[config.mk]
export PLATFORM = sky130hd
export DESIGN_NAME = filled_circle_span_generator_top
export DESIGN_NICKNAME = d
export VERILOG_FILES = /design/src/hw/rtl/fcsg_pkg.sv /design/src/hw/rtl/fcsg_queue.sv /design/src/hw/rtl/fcsg_front.sv /design/src/hw/rtl/fcsg_back.sv /design/src/hw/rtl/filled_circle_span_generator_top.sv
export SDC_FILE = /design/constraint.sdc
export NUM_CORES = 1
export LEC_CHECK = 0
export BUFFER_PORTS_ARGS = -buffer_cell sky130_fd_sc_hd__buf_4
export CORE_MARGIN = 2
export CORE_UTILIZATION = 58
export CTS_CLUSTER_SIZE = 25
export DETAILED_ROUTE_END_ITERATION = 10
export PLACE_DENSITY = 0.76
export SKIP_LAST_GASP = 1
export SYNTH_ARGS = -nofsm -noshare
export SYNTH_HDL_FRONTEND = slang
export SYNTH_SLANG_ARGS = --single-unit
[constraint.sdc]
create_clock -name clk -period 10.9 [get_ports clk]
set_input_delay 0.545 -clock clk [delete_from_list [all_inputs] [get_ports clk]]
set_output_delay 0.545 -clock clk [all_outputs]
set_load 0.005 [all_outputs]
[src/hw/rtl/fcsg_pkg.sv]
package fcsg_pkg;

    // Default coordinate width of the center and diameter fields.
    localparam int COORD_BITS_DEFAULT = 16;

    // Width of the packed RGBA fill color.
    localparam int COLOR_BITS = 32;

    // Number of step records that may wait between the front and the back.
    localparam int QUEUE_DEPTH_DEFAULT = 4;

    // Step record: {color, done, outer, inner, origin_y, origin_x}, origin_x lowest.
    function automatic int rec_bits(input int coord_bits);
        return 4 * coord_bits + 2 + 1 + COLOR_BITS;
    endfunction

endpackage

[src/hw/rtl/fcsg_queue.sv]
module fcsg_queue
    import fcsg_pkg::*;
#(
    parameter int WIDTH = 8,
    parameter int DEPTH = QUEUE_DEPTH_DEFAULT
)
(
    input  logic             clk,
    input  logic             rst_n,
    input  logic             push,
    input  logic [WIDTH-1:0] push_data,
    output logic             full,
    input  logic             pop,
    output logic [WIDTH-1:0] head_data,
    output logic             empty
);

    localparam int AW = (DEPTH > 1) ? $clog2(DEPTH) : 1;

    logic [WIDTH-1:0] mem_reg [DEPTH];
    logic [AW:0]      wr_ptr_reg;
    logic [AW:0]      wr_ptr_next;
    logic [AW:0]      rd_ptr_reg;
    logic [AW:0]      rd_ptr_next;

    // The extra pointer bit tells a full queue from an empty one.
    assign full  = (wr_ptr_reg[AW] != rd_ptr_reg[AW]) &&
                   (wr_ptr_reg[AW-1:0] == rd_ptr_reg[AW-1:0]);
    assign empty = (wr_ptr_reg == rd_ptr_reg);
    assign head_data = mem_reg[rd_ptr_reg[AW-1:0]];

    always_comb
    begin
        wr_ptr_next = wr_ptr_reg;
        rd_ptr_next = rd_ptr_reg;
        if (push && !full)
        begin
            wr_ptr_next = wr_ptr_reg + 1'b1;
        end
        if (pop && !empty)
        begin
            rd_ptr_next = rd_ptr_reg + 1'b1;
        end
    end

    always_ff @(posedge clk or negedge rst_n)
    begin
        if (!rst_n)
        begin
            wr_ptr_reg <= '0;
            rd_ptr_reg <= '0;
        end
        else
        begin
            wr_ptr_reg <= wr_ptr_next;
            rd_ptr_reg <= rd_ptr_next;
        end
    end

    always_ff @(posedge clk)
    begin
        if (push && !full)
        begin
            mem_reg[wr_ptr_reg[AW-1:0]] <= push_data;
        end
    end

endmodule

[src/hw/rtl/fcsg_front.sv]
module fcsg_front
    import fcsg_pkg::*;
#(
    parameter int COORD_BITS = COORD_BITS_DEFAULT,
    parameter int REC_BITS = rec_bits(COORD_BITS)
)
(
    input  logic                         clk,
    input  logic                         rst_n,
    input  logic                         cfg_we,
    input  logic [COLOR_BITS-1:0]        cfg_wdata,
    input  logic                         in_valid,
    output logic                         in_ready,
    input  logic                         in_action,
    input  logic signed [COORD_BITS-1:0] in_center_x,
    input  logic signed [COORD_BITS-1:0] in_center_y,
    input  logic [COORD_BITS-1:0]        in_diameter,
    input  logic                         q_full,
    output logic                         push,
    output logic [REC_BITS-1:0]          rec
);

    localparam int OFF_W = COORD_BITS + 1;
    localparam int DEC_W = COORD_BITS + 3;
    localparam int RAD_W = COORD_BITS - 1;
    localparam logic signed [DEC_W-1:0] ONE_D = 1;
    localparam logic signed [OFF_W-1:0] ONE_O = 1;

    typedef enum logic {
        ACT_START = 1'b0,
        ACT_STEP  = 1'b1
    } action_t;

    logic [COLOR_BITS-1:0]        color_reg;
    logic                         busy_reg;
    logic                         busy_next;
    logic signed [COORD_BITS-1:0] origin_x_reg;
    logic signed [COORD_BITS-1:0] origin_x_next;
    logic signed [COORD_BITS-1:0] origin_y_reg;
    logic signed [COORD_BITS-1:0] origin_y_next;
    logic [RAD_W-1:0]             radius_reg;
    logic [RAD_W-1:0]             radius_next;
    logic signed [OFF_W-1:0]      ix_reg;
    logic signed [OFF_W-1:0]      ix_next;
    logic signed [OFF_W-1:0]      ox_reg;
    logic signed [OFF_W-1:0]      ox_next;
    logic signed [DEC_W-1:0]      dec_reg;
    logic signed [DEC_W-1:0]      dec_next;

    logic                         accept;
    logic                         active;
    logic signed [DEC_W-1:0]      ix_w;
    logic signed [DEC_W-1:0]      ox_w;
    logic signed [DEC_W-1:0]      rad_w;
    logic signed [DEC_W-1:0]      rmo;
    logic signed [DEC_W-1:0]      two_ix;
    logic signed [DEC_W-1:0]      two_ox;
    logic signed [DEC_W-1:0]      two_rmo;
    logic signed [DEC_W-1:0]      gap;
    logic signed [DEC_W-1:0]      two_gap;
    logic signed [DEC_W-1:0]      start_dec;
    logic                         done;

    assign in_ready = !q_full;
    assign accept   = in_valid && in_ready;
    // A circle is still active while the outer offset has not passed the inner one.
    assign active   = busy_reg && !(ox_reg < ix_reg);

    always_comb
    begin
        ix_w    = $signed({{(DEC_W-OFF_W){ix_reg[OFF_W-1]}}, ix_reg});
        ox_w    = $signed({{(DEC_W-OFF_W){ox_reg[OFF_W-1]}}, ox_reg});
        rad_w   = $signed({{(DEC_W-RAD_W){1'b0}}, radius_reg});
        rmo     = rad_w - ox_w;
        gap     = ox_w - ix_w - ONE_D;
        two_ix  = $signed({ix_w[DEC_W-2:0], 1'b0});
        two_ox  = $signed({ox_w[DEC_W-2:0], 1'b0});
        two_rmo = $signed({rmo[DEC_W-2:0], 1'b0});
        two_gap = $signed({gap[DEC_W-2:0], 1'b0});
        start_dec = $signed({{(DEC_W-RAD_W){1'b0}}, in_diameter[COORD_BITS-1:1]}) - ONE_D;

        busy_next     = busy_reg;
        origin_x_next = origin_x_reg;
        origin_y_next = origin_y_reg;
        radius_next   = radius_reg;
        ix_next       = ix_reg;
        ox_next       = ox_reg;
        dec_next      = dec_reg;
        push          = 1'b0;

        if (dec_reg >= two_ix)
        begin
            dec_next = dec_reg - two_ix - ONE_D;
            ix_next  = ix_reg + ONE_O;
        end
        else if (dec_reg < two_rmo)
        begin
            dec_next = dec_reg + two_ox - ONE_D;
            ox_next  = ox_reg - ONE_O;
        end
        else
        begin
            dec_next = dec_reg + two_gap;
            ox_next  = ox_reg - ONE_O;
            ix_next  = ix_reg + ONE_O;
        end
        done = (ox_next < ix_next);

        if (!accept || (action_t'(in_action) == ACT_STEP && !active))
        begin
            // Nothing to do: the moves above are discarded.
            ix_next  = ix_reg;
            ox_next  = ox_reg;
            dec_next = dec_reg;
            if (accept)
            begin
                busy_next = 1'b0;
            end
        end
        else if (action_t'(in_action) == ACT_START)
        begin
            origin_x_next = in_center_x;
            origin_y_next = in_center_y;
            radius_next   = in_diameter[COORD_BITS-1:1];
            ix_next       = '0;
            ox_next       = $signed({2'b00, in_diameter[COORD_BITS-1:1]});
            dec_next      = start_dec;
            busy_next     = 1'b1;
        end
        else
        begin
            push      = 1'b1;
            busy_next = !done;
        end

        rec = {color_reg, done, ox_reg, ix_reg, origin_y_reg, origin_x_reg};
    end

    always_ff @(posedge clk or negedge rst_n)
    begin
        if (!rst_n)
        begin
            color_reg    <= '0;
            busy_reg     <= 1'b0;
            origin_x_reg <= '0;
            origin_y_reg <= '0;
            radius_reg   <= '0;
            ix_reg       <= '0;
            ox_reg       <= '0;
            dec_reg      <= '0;
        end
        else
        begin
            if (cfg_we)
            begin
                color_reg <= cfg_wdata;
            end
            busy_reg     <= busy_next;
            origin_x_reg <= origin_x_next;
            origin_y_reg <= origin_y_next;
            radius_reg   <= radius_next;
            ix_reg       <= ix_next;
            ox_reg       <= ox_next;
            dec_reg      <= dec_next;
        end
    end

endmodule

[src/hw/rtl/fcsg_back.sv]
module fcsg_back
    import fcsg_pkg::*;
#(
    parameter int COORD_BITS = COORD_BITS_DEFAULT,
    parameter int REC_BITS = rec_bits(COORD_BITS)
)
(
    input  logic                       clk,
    input  logic                       rst_n,
    input  logic [REC_BITS-1:0]        rec,
    input  logic                       q_empty,
    output logic                       pop,
    output logic                       out_valid,
    input  logic                       out_ready,
    output logic signed [COORD_BITS:0] span_y,
    output logic signed [COORD_BITS:0] span_x_left,
    output logic signed [COORD_BITS:0] span_x_right,
    output logic [COLOR_BITS-1:0]      span_color,
    output logic                       last_of_step,
    output logic                       circle_done
);

    localparam int C = COORD_BITS;

    typedef enum logic [1:0] {
        PH_INNER_POS,
        PH_OUTER_POS,
        PH_OUTER_NEG,
        PH_INNER_NEG
    } phase_t;

    phase_t                phase_reg;
    phase_t                phase_next;
    logic                  valid_reg;
    logic signed [C:0]     y_reg;
    logic signed [C:0]     xl_reg;
    logic signed [C:0]     xr_reg;
    logic [COLOR_BITS-1:0] color_reg;
    logic                  last_reg;
    logic                  done_reg;

    logic                  load;
    logic signed [C:0]     x_e;
    logic signed [C:0]     y_e;
    logic signed [C:0]     ix;
    logic signed [C:0]     ox;
    logic                  rec_done;
    logic [COLOR_BITS-1:0] rec_color;
    logic signed [C:0]     y_sel;
    logic signed [C:0]     xl_sel;
    logic signed [C:0]     xr_sel;
    logic                  last_sel;

    assign x_e       = $signed({rec[C-1], rec[C-1:0]});
    assign y_e       = $signed({rec[2*C-1], rec[2*C-1:C]});
    assign ix        = $signed(rec[3*C:2*C]);
    assign ox        = $signed(rec[4*C+1:3*C+1]);
    assign rec_done  = rec[4*C+2];
    assign rec_color = rec[4*C+2+COLOR_BITS:4*C+3];

    // The output register loads a queued span when it is empty or being drained.
    assign load = !q_empty && (!valid_reg || out_ready);
    assign pop  = load && (phase_reg == PH_INNER_NEG);

    always_comb
    begin
        unique case (phase_reg)
            PH_INNER_POS:
            begin
                y_sel      = y_e + ix;
                xl_sel     = x_e - ox;
                xr_sel     = x_e + ox;
                last_sel   = 1'b0;
                phase_next = PH_OUTER_POS;
            end
            PH_OUTER_POS:
            begin
                y_sel      = y_e + ox;
                xl_sel     = x_e - ix;
                xr_sel     = x_e + ix;
                last_sel   = 1'b0;
                phase_next = PH_OUTER_NEG;
            end
            PH_OUTER_NEG:
            begin
                y_sel      = y_e - ox;
                xl_sel     = x_e - ix;
                xr_sel     = x_e + ix;
                last_sel   = 1'b0;
                phase_next = PH_INNER_NEG;
            end
            PH_INNER_NEG:
            begin
                y_sel      = y_e - ix;
                xl_sel     = x_e - ox;
                xr_sel     = x_e + ox;
                last_sel   = 1'b1;
                phase_next = PH_INNER_POS;
            end
            default:
            begin
                y_sel      = y_e;
                xl_sel     = x_e;
                xr_sel     = x_e;
                last_sel   = 1'b0;
                phase_next = PH_INNER_POS;
            end
        endcase
    end

    always_ff @(posedge clk or negedge rst_n)
    begin
        if (!rst_n)
        begin
            phase_reg <= PH_INNER_POS;
            valid_reg <= 1'b0;
            y_reg     <= '0;
            xl_reg    <= '0;
            xr_reg    <= '0;
            color_reg <= '0;
            last_reg  <= 1'b0;
            done_reg  <= 1'b0;
        end
        else if (load)
        begin
            phase_reg <= phase_next;
            valid_reg <= 1'b1;
            y_reg     <= y_sel;
            xl_reg    <= xl_sel;
            xr_reg    <= xr_sel;
            color_reg <= rec_color;
            last_reg  <= last_sel;
            done_reg  <= last_sel && rec_done;
        end
        else if (out_ready)
        begin
            valid_reg <= 1'b0;
        end
    end

    assign out_valid    = valid_reg;
    assign span_y       = y_reg;
    assign span_x_left  = xl_reg;
    assign span_x_right = xr_reg;
    assign span_color   = color_reg;
    assign last_of_step = last_reg;
    assign circle_done  = done_reg;

endmodule

[src/hw/rtl/filled_circle_span_generator_top.sv]
// Filled circle span generator.
//
// The slave channel takes commands: tuser = 0 starts a circle from the center and
// diameter in tdata, tuser = 1 advances it by one iteration. The master channel
// gives horizontal spans, four per iteration; tlast marks the fourth span of an
// iteration and tuser marks the last span of the whole circle. cfg_we writes the
// fill color, which is copied onto every span of the following steps.
//
// A start gives no transfer. A step is classified and its record written into the
// queue; its first span is then loaded into the output register, and the other
// three follow one per cycle while m_tready stays high. The master channel sets
// the sustained rate, and a queue of QUEUE_DEPTH steps lets a burst of commands
// in at one per cycle until it is full. Steps on an idle or finished circle give
// nothing.
//
// Reset clears the circle state, the color, the queue and the output register.
// When the receiver stalls, the held span stays put, the queue fills and s_tready
// drops once it is full.
module filled_circle_span_generator_top
    import fcsg_pkg::*;
#(
    parameter int COORD_BITS  = COORD_BITS_DEFAULT,
    parameter int QUEUE_DEPTH = QUEUE_DEPTH_DEFAULT
)
(
    input  logic                   clk,
    input  logic                   rst_n,
    input  logic                   cfg_we,
    input  logic [COLOR_BITS-1:0]  cfg_wdata,
    input  logic                   s_tvalid,
    output logic                   s_tready,
    // center_x, center_y, diameter, zero fill
    input  logic [((3*COORD_BITS+7)/8)*8-1:0] s_tdata,
    // action
    input  logic                   s_tuser,
    output logic                   m_tvalid,
    input  logic                   m_tready,
    // span_y, span_x_left, span_x_right, span_color, zero fill
    output logic [((3*(COORD_BITS+1)+COLOR_BITS+7)/8)*8-1:0] m_tdata,
    // last_of_step
    output logic                   m_tlast,
    // circle_done
    output logic                   m_tuser
);

    localparam int REC_BITS = rec_bits(COORD_BITS);
    localparam int OUT_BITS = ((3*(COORD_BITS+1)+COLOR_BITS+7)/8)*8;

    logic                         q_push;
    logic                         q_full;
    logic                         q_pop;
    logic                         q_empty;
    logic [REC_BITS-1:0]          q_in;
    logic [REC_BITS-1:0]          q_head;
    logic signed [COORD_BITS:0]   span_y;
    logic signed [COORD_BITS:0]   span_x_left;
    logic signed [COORD_BITS:0]   span_x_right;
    logic [COLOR_BITS-1:0]        span_color;

    fcsg_front #(
        .COORD_BITS (COORD_BITS),
        .REC_BITS   (REC_BITS)
    ) u_front (
        .clk         (clk),
        .rst_n       (rst_n),
        .cfg_we      (cfg_we),
        .cfg_wdata   (cfg_wdata),
        .in_valid    (s_tvalid),
        .in_ready    (s_tready),
        .in_action   (s_tuser),
        .in_center_x ($signed(s_tdata[COORD_BITS-1:0])),
        .in_center_y ($signed(s_tdata[2*COORD_BITS-1:COORD_BITS])),
        .in_diameter (s_tdata[3*COORD_BITS-1:2*COORD_BITS]),
        .q_full      (q_full),
        .push        (q_push),
        .rec         (q_in)
    );

    fcsg_queue #(
        .WIDTH (REC_BITS),
        .DEPTH (QUEUE_DEPTH)
    ) u_queue (
        .clk       (clk),
        .rst_n     (rst_n),
        .push      (q_push),
        .push_data (q_in),
        .full      (q_full),
        .pop       (q_pop),
        .head_data (q_head),
        .empty     (q_empty)
    );

    fcsg_back #(
        .COORD_BITS (COORD_BITS),
        .REC_BITS   (REC_BITS)
    ) u_back (
        .clk          (clk),
        .rst_n        (rst_n),
        .rec          (q_head),
        .q_empty      (q_empty),
        .pop          (q_pop),
        .out_valid    (m_tvalid),
        .out_ready    (m_tready),
        .span_y       (span_y),
        .span_x_left  (span_x_left),
        .span_x_right (span_x_right),
        .span_color   (span_color),
        .last_of_step (m_tlast),
        .circle_done  (m_tuser)
    );

    assign m_tdata = OUT_BITS'({span_color, span_x_right, span_x_left, span_y});

    // The end of a circle always falls on the last span of a step.
    a_done_on_last: assert property (@(posedge clk) disable iff (!rst_n)
        (m_tvalid && m_tuser) |-> m_tlast)
        else $error("circle end flagged on a span that does not close a step");

    a_no_overflow: assert property (@(posedge clk) disable iff (!rst_n)
        !(q_push && q_full))
        else $error("step record pushed into a full queue");

    a_no_underflow: assert property (@(posedge clk) disable iff (!rst_n)
        q_pop |-> !q_empty)
        else $error("step record popped from an empty queue");

    // A span held under back-pressure must not change its step flags.
    a_hold_flags: assert property (@(posedge clk) disable iff (!rst_n)
        (m_tvalid && !m_tready) |=> (m_tvalid && $stable(m_tlast) && $stable(m_tuser)))
        else $error("output span changed while stalled");

endmodule
==> out/results.md <==
| Parameter | Reported |
| --- | --- |
| Result of the run | complete, no violations |
| Transition time of the tightest slew-check pin | 1.03 ns |
| Worst Skew | 0.0326 ns |
| DRT Pass-1 Iters | 6 |
| Number of flip-flops and latches in the synthesized netlist | 622 |
| # diodes | 0 |
| Compound-gate portion of the synthesized area | 0.103 |
| Vias post-DR | 22700 |
| Post-route clock period utilization | 0.726 |
| Crit end category | flip-flop |
| Number of enable-type register cells in the synthesized netlist | 396 |
| Min-Delay Path Class | input pin to flip-flop |
| Post-Synth XOR/XNOR Area | 0.0479 |
| CTS Root Cell | sky130_fd_sc_hd__clkbuf_16 |
| Mean instance size in the synthesized netlist | 11.9 um^2 |
| Skew-Pair Late Insertion Delay | 0.63 ns |
| Die extent in y | 242 um |
| Placeable Area | 56300 um^2 |
| Die Width | 242 um |
| Max-capacitance violation count | 0 |
| Quantity of I/O buffers inserted on ports | 171 |
| Number of endpoints with negative hold slack in the final report | 0 |
| Area share of and/or/nand/nor cells after synthesis | 0.111 |
| WL final | 83.5 mm |
| Setup TNS after final layout | 0 ns |
| Drt drc | 0 |
| Number of placement rows | 87 |
| Area of the die | 58700 um^2 |
| CP peak stage delay | 0.60 ns |
| Syn Std Cell Area | 32900 um^2 |
| Via count of the first global-routing pass | 23300 |
| Routability congestion estimate | 0.987 |
| Multiplexer fraction of the synthesized cell area | 0.0911 |
| Setup violation total in the final timing report | 0 |
| Worst hold path cell count | 3 |
| Final worst-path setup slack | 2.98 ns |
| Half-perimeter wire length after detailed placement | 56.3 mm |
| Most instantiated flip-flop cell in the synthesis netlist | sky130_fd_sc_hd__edfxtp_1 |
| Reg2Reg Depth | 29 |
| Synthesis Warnings | 0 |
| Gate Count Post-Synth | 2774 |
| Post-detailed-route count of antenna-violating nets | 0 |
| Fraction of the yosys area taken by sequential cells | 0.533 |
| Type of origin of the critical path | flip-flop |
| Number of top-level design ports | 178 |
| Number of distinct library cell variants in the gate-level netlist after synthesis | 90 |
| Instance count after placement with tap cells included | 3610 |
| Maximum number of pins on one net before global-route repair | 139 |
| Critical path start-end classification | flip-flop to flip-flop |
| Total number of H-tree levels | 3 |
| Main combinational cell family by area after synthesis | simple AND/OR/NAND/NOR gates |
| Clock edge transition at the registers on the reported setup and hold paths | 0.06 ns |
| Arithmetic-cell share of the synthesized area counting full adders, half adders and majority gates | 0.0801 |
| Post-layout instance count excluding filler cells | 3735 |
| Number of vias per cell after detailed routing | 6.09 |
| Asr flop ratio synth | 0.363 |
| Remaining global-route overflow | 0 |
| Net count of the finished layout | 3216 |
| Pre-CTS WS | 3.18 ns |
| Starting utilization of the core area | 0.585 |
| Count of pins over their slew limit | 0 |
| Number of buffers added for setup after CTS | 0 |
| Final-layout worst hold slack | 0.113 ns |
| Slew headroom | 0.310 |
| Initial antenna violation count | 0 |
| TritonCTS buffer count | 67 |
| CTS tree | done |
| Library cell contributing the largest single delay on the critical path | sky130_fd_sc_hd__dfrtp_1 |
| Arrival time of the worst setup path | 8.41 ns |
| GRT Total Usage | 0.286 |
| Clk buf depth | 3 |
| TritonCTS sink count | 622 |
| Wire length of the first global-routing pass | 130 mm |
| Max reg flops | 396 |
| RSZ-0062 raised after global routing | no |
| Maximum operating frequency | 126 MHz |
| Share of post-route cells with drive strength above 1 | 0.157 |
| Area growth from synthesis to layout | 12.8% |
| Required time at the worst-slack endpoint | 11.39 ns |
| Maximum fanout along the worst path | 29 |
| Drt initial violations | 1897 |
| Final routed wire length divided by cell count | 22.3 um |
| Final critical delay including setup and external delays | 7.92 ns |
==> per-stage QoR <==
| step | util | instance area [um^2] |
|---|---|---|
| after CTS | 0.659 | 37100 |
| after detailed placement | 0.620 | 34900 |
| final | 0.659 | 37100 |
| after floorplan | - | 32900 |
| after global placement | 0.620 | 34900 |
| after global routing | 0.659 | 37100 |
==> cell families (layout without fill, tap and decap cells) <==
| group | after synthesis | in the layout |
|---|---|---|
| compound gates | 529 | 529 |
| other cells | 1 | 5 |
| simple gates | 792 | 792 |
| flops | 622 | 622 |
| buf+inv | 274 | 475 |
| xor+xnor | 180 | 180 |
| fa+ha+maj | 206 | 206 |
| mux | 170 | 170 |
==> Yosys cell counts, types with 12 or more instances <==
cell type,number,area (um^2)
sky130_fd_sc_hd__mux2_2,37,417
sky130_fd_sc_hd__xnor2_1,133,1160
sky130_fd_sc_hd__o21bai_1,20,150
sky130_fd_sc_hd__o211ai_1,13,97.6
sky130_fd_sc_hd__a21oi_1,149,746
sky130_fd_sc_hd__clkbuf_1,76,285
sky130_fd_sc_hd__nor2b_1,22,138
sky130_fd_sc_hd__nand3_1,46,230
sky130_fd_sc_hd__nor2_1,125,469
sky130_fd_sc_hd__nand2_1,397,1490
sky130_fd_sc_hd__xor2_1,47,412
sky130_fd_sc_hd__ha_1,198,2480
sky130_fd_sc_hd__buf_2,12,60.1
sky130_fd_sc_hd__buf_1,17,63.8
sky130_fd_sc_hd__nand2b_1,22,138
sky130_fd_sc_hd__o21ai_0,133,666
sky130_fd_sc_hd__dfrtp_1,226,5660
sky130_fd_sc_hd__edfxtp_1,396,11900
sky130_fd_sc_hd__inv_1,157,589
sky130_fd_sc_hd__mux4_2,96,2160
sky130_fd_sc_hd__a21o_1,32,240
sky130_fd_sc_hd__mux2i_1,34,340
sky130_fd_sc_hd__nor3_1,54,270
sky130_fd_sc_hd__a31oi_1,16,100
sky130_fd_sc_hd__o31ai_1,17,128
sky130_fd_sc_hd__and3_1,15,93.8
sky130_fd_sc_hd__nand4_1,21,131
sky130_fd_sc_hd__o22ai_1,21,131
sky130_fd_sc_hd__a211oi_1,17,128
sky130_fd_sc_hd__or3_1,32,200
sky130_fd_sc_hd__o21a_1,15,113
==> final timing paths <==
path	end	slack, ns	from
setup / recovery	u_queue.mem_reg[3][66]	2.98	u_front.ox_reg[1]
hold / removal	u_front.origin_y_reg[4]	0.11	s_tdata[20]
setup reg to reg	u_queue.mem_reg[3][66]	2.98	u_front.ox_reg[1]
hold reg to reg	u_back.span_color[17]	0.48	u_back.span_color[17]
max in group asynchronous	u_front.origin_y_reg[15]	8.99	rst_n
min in group asynchronous	u_back.span_color[29]	0.46	rst_n
==> metal layers <==
| metal | vias to the layer above | track usage | wire [um] |
|---|---|---|---|
| met2 | 776 | 0.483 | 41100 |
| met1 | 11300 | 0.367 | 34200 |
| li1 | 10500 | - | - |
| met3 | 188 | 0.0425 | 4760 |
| met4 | 0 | 0.130 | 3410 |
| met5 | - | 0 | 0 |
==> worst max-delay path, delay by kind of cell, from the launching register on <==
kind            cells  cell delay, ns
buf+inv             2            0.61
compound gates     13            2.66
fa+ha+maj           3            0.96
simple gates       10            2.77
xor+xnor            1            0.17
flops               1            0.60
==> timing repair <==
item,CTS,global route
resized for setup,0,0
hold buffers,1,0
endpoints found under the hold margin,83,0
==> final cells by class <==
cell class              instances  area [um^2]
inverters                     158          593
multi-input cells            1882        14300
repair buffers                193         1470
clock buffers                  88         1810
flip-flops and latches        622        17600
well taps                     756          946
fillers                      4098        19200
clock inverters                36          413
==> placed cells by master, fill, tap and decap left out, types with 9 or more instances in the layout <==
cell type | Yosys | routed
sky130_fd_sc_hd__a211oi_1 | 17 | 17
sky130_fd_sc_hd__buf_4 | 7 | 190
sky130_fd_sc_hd__mux4_2 | 96 | 96
sky130_fd_sc_hd__and3_1 | 15 | 11
sky130_fd_sc_hd__o211ai_1 | 13 | 13
sky130_fd_sc_hd__nand3_1 | 46 | 45
sky130_fd_sc_hd__nand2_1 | 397 | 397
sky130_fd_sc_hd__nand4_1 | 21 | 21
sky130_fd_sc_hd__o21bai_1 | 20 | 20
sky130_fd_sc_hd__edfxtp_1 | 396 | 396
sky130_fd_sc_hd__nor2_1 | 125 | 123
sky130_fd_sc_hd__a21oi_1 | 149 | 149
sky130_fd_sc_hd__mux2_2 | 37 | 37
sky130_fd_sc_hd__a21o_1 | 32 | 32
sky130_fd_sc_hd__nor3_1 | 54 | 54
sky130_fd_sc_hd__a211o_1 | 10 | 10
sky130_fd_sc_hd__nand2b_1 | 22 | 22
sky130_fd_sc_hd__nor2b_1 | 22 | 21
sky130_fd_sc_hd__a21boi_0 | 9 | 9
sky130_fd_sc_hd__o21a_1 | 15 | 15
sky130_fd_sc_hd__clkbuf_1 | 76 | 17
sky130_fd_sc_hd__or3_1 | 32 | 32
sky130_fd_sc_hd__mux2i_1 | 34 | 34
sky130_fd_sc_hd__xor2_1 | 47 | 47
sky130_fd_sc_hd__o21ai_0 | 133 | 132
sky130_fd_sc_hd__a31oi_1 | 16 | 16
sky130_fd_sc_hd__clkbuf_16 | 0 | 68
sky130_fd_sc_hd__inv_1 | 157 | 157
sky130_fd_sc_hd__o22ai_1 | 21 | 21
sky130_fd_sc_hd__clkinv_1 | 1 | 9
sky130_fd_sc_hd__dfrtp_1 | 226 | 224
sky130_fd_sc_hd__ha_1 | 198 | 198
sky130_fd_sc_hd__o31ai_1 | 17 | 16
sky130_fd_sc_hd__xnor2_1 | 133 | 133
Power is not shown: default switching activity piles up to over one toggle a cycle in this logic, so the estimate is an artifact.
